## config.mk

```make
export PLATFORM = sky130hd
export DESIGN_NAME = key_fifo_mouse_joystick_input
export DESIGN_NICKNAME = d
export VERILOG_FILES = /design/src/hw/rtl/kfmj_pkg.sv /design/src/hw/rtl/kfmj_key_fifo.sv /design/src/hw/rtl/key_fifo_mouse_joystick_input.sv
export SDC_FILE = /design/constraint.sdc
export NUM_CORES = 1
export LEC_CHECK = 0
export BUFFER_PORTS_ARGS = -buffer_cell sky130_fd_sc_hd__buf_4
export CAP_MARGIN = 20
export CORE_MARGIN = 2
export CORE_UTILIZATION = 45
export DETAILED_ROUTE_END_ITERATION = 8
export HOLD_SLACK_MARGIN = 0.02
export PLACE_DENSITY = 0.73
export SLEW_MARGIN = 15
export SYNTH_ARGS = -nofsm -noshare
export SYNTH_HDL_FRONTEND = slang
export SYNTH_SLANG_ARGS = --single-unit
```

## constraint.sdc

```tcl
create_clock -name clk -period 6.3 [get_ports clk]
set_input_delay 0.63 -clock clk [delete_from_list [all_inputs] [get_ports clk]]
set_output_delay 0.63 -clock clk [all_outputs]
set_load 0.01 [all_outputs]
```

## src/hw/rtl/kfmj_pkg.sv

```systemverilog
// Shared types and constants for the key FIFO, mouse and joystick input block.
// Holds the request and result structs, action and status codes, and FIFO sizing.
// No dependencies; every other file of the block imports this package.
package kfmj_pkg;

  // FIFO sizing. The index and count widths follow from the depth.
  localparam int KEY_FIFO_DEPTH = 16;
  localparam int KEY_IDX_W      = (KEY_FIFO_DEPTH > 1) ? $clog2(KEY_FIFO_DEPTH) : 1;
  localparam int KEY_CNT_W      = $clog2(KEY_FIFO_DEPTH + 1);

  // Number of player ports.
  localparam int NUM_PORTS = 2;

  typedef enum logic [1:0] {
    ACT_PUSH  = 2'd0,
    ACT_POP   = 2'd1,
    ACT_JOY   = 2'd2,
    ACT_MOUSE = 2'd3
  } action_t;

  typedef enum logic [1:0] {
    STAT_DONE    = 2'd0,
    STAT_FULL    = 2'd1,
    STAT_EMPTY   = 2'd2,
    STAT_BADPORT = 2'd3
  } status_t;

  // One request item.
  typedef struct packed {
    logic [1:0]         action;
    logic [1:0]         port;
    logic [7:0]         data_byte;
    logic signed [15:0] delta_x;
    logic signed [15:0] delta_y;
    logic [7:0]         button_bits;
  } kfmj_req_t;

  // One result item.
  typedef struct packed {
    logic [1:0]         status;
    logic [7:0]         popped_key;
    logic [7:0]         key_data;
    logic               key_ready;
    logic [7:0]         joy_value;
    logic signed [15:0] mouse_x;
    logic signed [15:0] mouse_y;
    logic [7:0]         mouse_buttons;
  } kfmj_rsp_t;

  // Commands from the top level into the key FIFO.
  typedef struct packed {
    logic       push;
    logic       pop;
    logic [7:0] data;
  } kfmj_fifo_cmd_t;

  // FIFO status now, and its register view after the commanded update.
  typedef struct packed {
    logic       full;
    logic       empty;
    logic [7:0] popped_key;
    logic [7:0] key_data;
    logic       key_ready;
  } kfmj_fifo_view_t;

endpackage

```

## src/hw/rtl/kfmj_key_fifo.sv

```systemverilog
// Keyboard scancode FIFO: flip-flop storage, head and tail pointers, fill count.
// Keeps the head entry in its own register so each result needs one array read.
// Depends on kfmj_pkg.
module kfmj_key_fifo (
  input  logic                     clk,
  input  logic                     rst,
  input  kfmj_pkg::kfmj_fifo_cmd_t cmd,
  output kfmj_pkg::kfmj_fifo_view_t view
);
  import kfmj_pkg::*;

  logic [7:0]           store [KEY_FIFO_DEPTH];
  logic [KEY_IDX_W-1:0] head;
  logic [KEY_IDX_W-1:0] tail;
  logic [KEY_CNT_W-1:0] count;
  logic [7:0]           head_key;

  logic [KEY_IDX_W-1:0] head_next;
  logic [KEY_IDX_W-1:0] tail_next;
  logic [KEY_CNT_W-1:0] count_next;
  logic [7:0]           head_key_next;
  logic [KEY_IDX_W-1:0] head_adv;
  logic [KEY_IDX_W-1:0] tail_adv;

  // Pointer advance with wrap at the FIFO depth.
  assign head_adv = (head == KEY_IDX_W'(KEY_FIFO_DEPTH - 1)) ? '0 : head + 1'b1;
  assign tail_adv = (tail == KEY_IDX_W'(KEY_FIFO_DEPTH - 1)) ? '0 : tail + 1'b1;

  // Next pointer, count and head entry values.
  always_comb begin
    head_next     = head;
    tail_next     = tail;
    count_next    = count;
    head_key_next = head_key;
    if (cmd.push) begin
      tail_next  = tail_adv;
      count_next = count + 1'b1;
      // A key pushed into an empty FIFO becomes the head at once.
      if (count == '0) begin
        head_key_next = cmd.data;
      end
    end else if (cmd.pop) begin
      head_next  = head_adv;
      count_next = count - 1'b1;
      // The entry behind the head moves up; it holds a key only if one remains.
      head_key_next = (count > KEY_CNT_W'(1)) ? store[head_adv] : 8'd0;
    end
  end

  // Status now and view after the update.
  always_comb begin
    view.full       = (count == KEY_CNT_W'(KEY_FIFO_DEPTH));
    view.empty      = (count == '0);
    view.popped_key = cmd.pop ? head_key : 8'd0;
    view.key_ready  = (count_next != '0);
    view.key_data   = (count_next != '0) ? head_key_next : 8'd0;
  end

  // Control registers.
  always_ff @(posedge clk) begin
    if (rst) begin
      head  <= '0;
      tail  <= '0;
      count <= '0;
    end else begin
      head  <= head_next;
      tail  <= tail_next;
      count <= count_next;
    end
  end

  // Storage and head entry; their contents only matter once written.
  always_ff @(posedge clk) begin
    head_key <= head_key_next;
    if (cmd.push) begin
      store[tail] <= cmd.data;
    end
  end

  // The fill count never passes the depth.
  a_count_range: assert property (@(posedge clk) disable iff (rst)
    count <= KEY_CNT_W'(KEY_FIFO_DEPTH))
    else $error("key FIFO count above depth");

  // The top level never pushes and pops in the same cycle.
  a_one_cmd: assert property (@(posedge clk) disable iff (rst)
    !(cmd.push && cmd.pop))
    else $error("key FIFO push and pop together");

  // A push lands in a FIFO that has room and grows the count by one.
  a_push_count: assert property (@(posedge clk) disable iff (rst)
    cmd.push |-> !view.full ##1 count == $past(count) + 1'b1)
    else $error("key FIFO push count mismatch");

  // A pop takes from a FIFO that holds a key and shrinks the count by one.
  a_pop_count: assert property (@(posedge clk) disable iff (rst)
    cmd.pop |-> !view.empty ##1 count == $past(count) - 1'b1)
    else $error("key FIFO pop count mismatch");

  // An empty FIFO has its pointers together.
  a_empty_ptr: assert property (@(posedge clk) disable iff (rst)
    count == '0 |-> head == tail)
    else $error("key FIFO empty with pointers apart");

endmodule

```

## src/hw/rtl/key_fifo_mouse_joystick_input.sv

```systemverilog
// Keyboard FIFO, joystick and mouse input block: top level.
// Request and result channels, port registers and the result register.
// Depends on kfmj_pkg and kfmj_key_fifo.
//
// Use:
//   A request (req, qualified by req_valid) carries one action: push a
//   scancode, pop a scancode, set a joystick byte, or move a mouse. It is
//   taken at a rising edge where req_valid is high and req_stall is low.
//   Each request yields exactly one result on rsp, qualified by rsp_valid
//   and taken when rsp_stall is low: a status code and the register view
//   after the action (FIFO head, key-ready flag, and the joystick and
//   mouse values of the requested port, zero for a port above 1).
// Timing:
//   The whole action is done in one pass from the request to the result
//   register, so the result appears in the cycle after acceptance and one
//   request is taken every cycle while the result side keeps up.
//   req_stall rises only while a result is held under rsp_stall; the held
//   result stays unchanged until it is taken.
// Reset (rst, synchronous, active high) empties the FIFO, clears all port
// state and drops rsp_valid.
module key_fifo_mouse_joystick_input (
  input  logic                clk,
  input  logic                rst,
  input  logic                req_valid,
  output logic                req_stall,
  input  kfmj_pkg::kfmj_req_t req,
  output logic                rsp_valid,
  input  logic                rsp_stall,
  output kfmj_pkg::kfmj_rsp_t rsp
);
  import kfmj_pkg::*;

  logic [7:0]  joy     [NUM_PORTS];
  logic [15:0] pos_x   [NUM_PORTS];
  logic [15:0] pos_y   [NUM_PORTS];
  logic [7:0]  buttons [NUM_PORTS];

  logic            accept;
  logic            port_ok;
  logic            sel;
  logic            joy_we;
  logic            mouse_we;
  logic [15:0]     pos_x_sum;
  logic [15:0]     pos_y_sum;
  kfmj_fifo_cmd_t  fifo_cmd;
  kfmj_fifo_view_t fifo_view;
  kfmj_rsp_t       rsp_next;

  // Handshake: take a request unless a result is held back.
  assign req_stall = rsp_valid && rsp_stall;
  assign accept    = req_valid && !req_stall;

  // Port decode; only ports 0 and 1 exist.
  assign port_ok = !req.port[1];
  assign sel     = req.port[0];

  // Key FIFO commands; a refused push or pop changes nothing.
  always_comb begin
    fifo_cmd.push = accept && (req.action == ACT_PUSH) && !fifo_view.full;
    fifo_cmd.pop  = accept && (req.action == ACT_POP) && !fifo_view.empty;
    fifo_cmd.data = req.data_byte;
  end

  kfmj_key_fifo u_key_fifo (
    .clk  (clk),
    .rst  (rst),
    .cmd  (fifo_cmd),
    .view (fifo_view)
  );

  // Port register updates and wrapped mouse sums.
  assign joy_we    = accept && (req.action == ACT_JOY) && port_ok;
  assign mouse_we  = accept && (req.action == ACT_MOUSE) && port_ok;
  assign pos_x_sum = pos_x[sel] + req.delta_x;
  assign pos_y_sum = pos_y[sel] + req.delta_y;

  // Result: status and the view after this request.
  always_comb begin
    rsp_next = '0;
    case (req.action)
      ACT_PUSH:  rsp_next.status = fifo_view.full  ? STAT_FULL  : STAT_DONE;
      ACT_POP:   rsp_next.status = fifo_view.empty ? STAT_EMPTY : STAT_DONE;
      ACT_JOY:   rsp_next.status = port_ok ? STAT_DONE : STAT_BADPORT;
      ACT_MOUSE: rsp_next.status = port_ok ? STAT_DONE : STAT_BADPORT;
      default:   rsp_next.status = STAT_DONE;
    endcase
    rsp_next.popped_key = fifo_view.popped_key;
    rsp_next.key_data   = fifo_view.key_data;
    rsp_next.key_ready  = fifo_view.key_ready;
    if (port_ok) begin
      rsp_next.joy_value     = (req.action == ACT_JOY) ? req.data_byte : joy[sel];
      rsp_next.mouse_x       = (req.action == ACT_MOUSE) ? pos_x_sum : pos_x[sel];
      rsp_next.mouse_y       = (req.action == ACT_MOUSE) ? pos_y_sum : pos_y[sel];
      rsp_next.mouse_buttons = (req.action == ACT_MOUSE) ? req.button_bits
                                                         : buttons[sel];
    end
  end

  // Port state registers.
  always_ff @(posedge clk) begin
    if (rst) begin
      for (int i = 0; i < NUM_PORTS; i++) begin
        joy[i]     <= '0;
        pos_x[i]   <= '0;
        pos_y[i]   <= '0;
        buttons[i] <= '0;
      end
    end else begin
      if (joy_we) begin
        joy[sel] <= req.data_byte;
      end
      if (mouse_we) begin
        pos_x[sel]   <= pos_x_sum;
        pos_y[sel]   <= pos_y_sum;
        buttons[sel] <= req.button_bits;
      end
    end
  end

  // Result valid flag.
  always_ff @(posedge clk) begin
    if (rst) begin
      rsp_valid <= 1'b0;
    end else if (accept) begin
      rsp_valid <= 1'b1;
    end else if (!rsp_stall) begin
      rsp_valid <= 1'b0;
    end
  end

  // Result payload, loaded only when a request is taken.
  always_ff @(posedge clk) begin
    if (accept) begin
      rsp <= rsp_next;
    end
  end

  // Every accepted request shows up as a result in the next cycle.
  a_rsp_follows: assert property (@(posedge clk) disable iff (rst)
    accept |=> rsp_valid)
    else $error("accepted request gave no result");

  // A held result is not overwritten.
  a_rsp_hold: assert property (@(posedge clk) disable iff (rst)
    rsp_valid && rsp_stall |=> rsp_valid && $stable(rsp))
    else $error("held result changed");

  // A bad port never alters the port registers.
  a_badport_keep: assert property (@(posedge clk) disable iff (rst)
    accept && !port_ok |=> $stable(joy[0]) && $stable(joy[1])
                           && $stable(pos_x[0]) && $stable(pos_x[1]))
    else $error("bad port changed port state");

endmodule

```

==> flow_summary_export.csv <==
group,metric,value,unit
synth,synth_area_leaders,"edfxtp_1 (60%), nor2_1 (3.7%), ha_1 (3.4%)",
clock_tree,clock_sinks,313,
synth,synthFlopType,"edfxtp_1",
min_path,min_to,"rsp_valid",
power_and_ir_drop,pwr_density_cell,300.5,nW/um2
job,max-cap-violations,0,
placement,hpwl,21880,um
sta,tightest_slew,1.083,ns
synth,avgSynthCellArea,13.07,um2
synth,synth_fp_nets,1204,
clock_tree,clk_path_buf_depth,3,
placement,place_congestion,0.8912,
route,highest_layer,"met4",
worst_setup_path,r2r_cells,10,
route,wl_per_cell,20.22,um
clock_tree,clk_latency,0.52,ns
synth,yosysSeqAreaShare,63.44,%
power_and_ir_drop,ir_drop,188.7,uV
worst_setup_path,cp_cell_sequence,"buf_4, mux2_2, ha_1, inv_1, fa_1, nor2b_1, o31a_1, o31a_1, a221oi_1, o41ai_1, or3_1, o2111a_1",
synth,yosys.area.top_type,"edfxtp_1",
die,start_util,45.73,%
sta,rsz0062_at_grt,"no",
route,dr.first_iter.drc_count,924,
grt,antenna_found_initial,1,
synth,synthCells,1107,
synth,yosysWarnings,0,
layout,post-route-util,53.70,%
clock_tree,holdBufCountCts,0,
synth,synth_edf_count,291,
layout,nets,1327,
die,die_area,33600,um2
sta,hold_slack,0.3576,ns
sta,final.period_utilization,60.61,%
min_path,worstHoldPathType,"input port to flop",
synth,yosysUniqueCellTypes,67,
layout,syn_to_final_growth,17.42,%
placement,port_buffers,124,
grt,grt_use_total,20.16,%
layout,num_antenna_cells,0,
layout,mostFrequentLayoutCell,"edfxtp_1",
worst_setup_path,r2r-end,"rsp[52]",
synth,mappedNetlistArea,14470,um2
worst_setup_path,reg2reg_setup_slack,2.62,ns
route,ant_nets,0,
worst_setup_path,critPathMostFrequentCell,"o31a_1",
placement,placed_area,15860,um2
layout,fill_cells,2554,
die,die_h,183.3,um
worst_setup_path,critical_path_class,"input port to flop",
sta,setup_viol,0,
die,ios,125,
route,m1WireLength,14220,um
die,die_w,183.3,um
grt,grt_max_degree,55,
clock_tree,tritoncts,"built",
route,routed_wl,33530,um
clock_tree,cts_root_buf,"clkbuf_16",
sta,maxSlewViolCount,0,
route,wl_met3,2173,um
grt,grt_pass1_vias,9378,
clock_tree,path_clk_slew,0.06,ns
power_and_ir_drop,power.leakage,6.347,nW
worst_setup_path,worstPathRequired,6.57,ns
sta,hold_viol,0,
worst_setup_path,cp.arrival,4.09,ns
min_path,holdPathStages,3,
layout,final_cell_mix,"edfxtp_1 (291), nor2_1 (141), buf_4 (139)",
power_and_ir_drop,fin_total_pwr,0.005106,W
sta,skew,0.02773,ns
die,row_count,65,
sta,max_freq,261.9,MHz
layout,drive_above_1_share,20.22,%
clock_tree,cts_resized,0,
worst_setup_path,cp_max_fo,54,
synth,synth_top_area_share,60.39,%
route,avgViaCountPerCell,5.738,
clock_tree,post-cts-setup-buffers,0,
synth,async_flop_share,0,%
synth,ys_ff_latch,313,
die,core_area,31640,um2
grt,grt_remaining_overflow,0,
status,status,"completed",
route,vias,9514,
clock_tree,cts_made_buffers,35,
clock_tree,h-tree-depth,2,
worst_setup_path,slowest_delay,0.61,ns
worst_setup_path,worst_path_max_delay_cell,"buf_4",
grt,grt_pass1_wl,52350,um
sta,max-slew-margin-rel,27.79,%
worst_setup_path,crit_path_end_kind,"flop",
min_path,min_from,"req_valid",
route,drc,0,
sta,period_needed,3.819,ns
sta,tns,0,ns
worst_setup_path,worst_setup_path_start_kind,"input port",
route,dr_wl_met2,16260,um
layout,final_area,16990,um2
worst_setup_path,worstReg2RegStart,"u_key_fifo.head[0]",
route,dr.pass1.iters,5,
==> routing by layer <==
layer	vias to the layer above	global-route usage (%)
met1	4653	27.00
met5	-	0
li1	4414	-
met2	379	33.80
met4	0	6.592
met3	68	3.118
==> stage by stage <==
stage,setup WS (ns),instances
2_1_floorplan,2.374,1107
3_3_place_gp,2.044,1593
3_5_place_dp,1.999,1595
4_1_cts,2.535,1658
5_1_grt,2.310,1658
6_report,2.481,1658
==> report_power, final <==
part | leakage (nW) | switching, W | internal [W] | total [W]
sequential | 3.00 | 0.0000430 | 0.00239 | 0.00243
clock | 0.551 | 0.000812 | 0.00118 | 0.00199
combinational | 2.79 | 0.000399 | 0.000289 | 0.000687
total | 6.35 | 0.00125 | 0.00385 | 0.00511
==> flip-flops by register name, indices dropped and copies added, names as in the netlist, 5 cells and up <==
register             cells
rsp                     67
pos_x                   32
u_key_fifo.head_key      8
u_key_fifo.store       128
pos_y                   32
buttons                 16
u_key_fifo.count         5
joy                     16
==> worst max path at each step <==
stage | slack [ns] | depth (start not counted) | start | end
3_3_place_gp | 2.04 | 12 | req[48] | rsp[22]
3_5_place_dp | 2.00 | 12 | req[48] | rsp[22]
5_1_grt | 2.31 | 12 | req[48] | rsp[20]
2_1_floorplan | 2.37 | 8 | rsp_stall | rsp[49]
6_report | 2.48 | 12 | req[48] | rsp[22]
4_1_cts | 2.54 | 12 | req[48] | rsp[22]
==> area by class of cell <==
cell class	count	area [um2]	area share [%]
Multi-Input combinational cell	715	5002	29.44
Tap cell	402	503.0	2.961
Inverter	24	91.34	0.5376
Timing Repair Buffer	141	1084	6.378
Clock buffer	43	925.9	5.450
Sequential cell	313	9179	54.03
Clock inverter	20	203.9	1.200
==> cells in the mapped netlist, drive strengths merged, types with 7 or more instances <==
cell type / instances
a211oi: 45
mux4: 9
buf: 22
nand2b: 7
ha: 39
o221ai: 8
edfxtp: 291
dfxtp: 22
and3: 18
a21oi: 36
nor2: 141
nor2b: 15
xnor2: 15
and2: 51
inv: 24
nand2: 51
nand3: 17
xor2: 17
mux2i: 38
o21ai: 36
clkbuf: 33
mux2: 38
a21o: 13
nor3: 16
a31oi: 10
==> worst max-delay path, delay by kind of cell <==
family                   cells  cell delay, ns
adder cells (fa/ha/maj)      2            0.43
AO/OA/AOI/OAI                5            1.45
multiplexers                 1            0.43
buffers and inverters        2            0.70
AND/OR/NAND/NOR              2            0.41
==> logic make-up after synthesis <==
| logic type | Yosys count | share of synthesized area, % |
|---|---|---|
| DFF | 313 | 63.44 |
| adders and majority gates | 41 | 3.649 |
| buffers and inverters | 79 | 2.240 |
| AOI/OAI and AO/OA | 206 | 9.746 |
| and+or+nand+nor | 350 | 11.85 |
| muxes | 85 | 6.987 |
| xor gates and xnor gates | 33 | 2.093 |
Power figures use the tool's default switching activity.
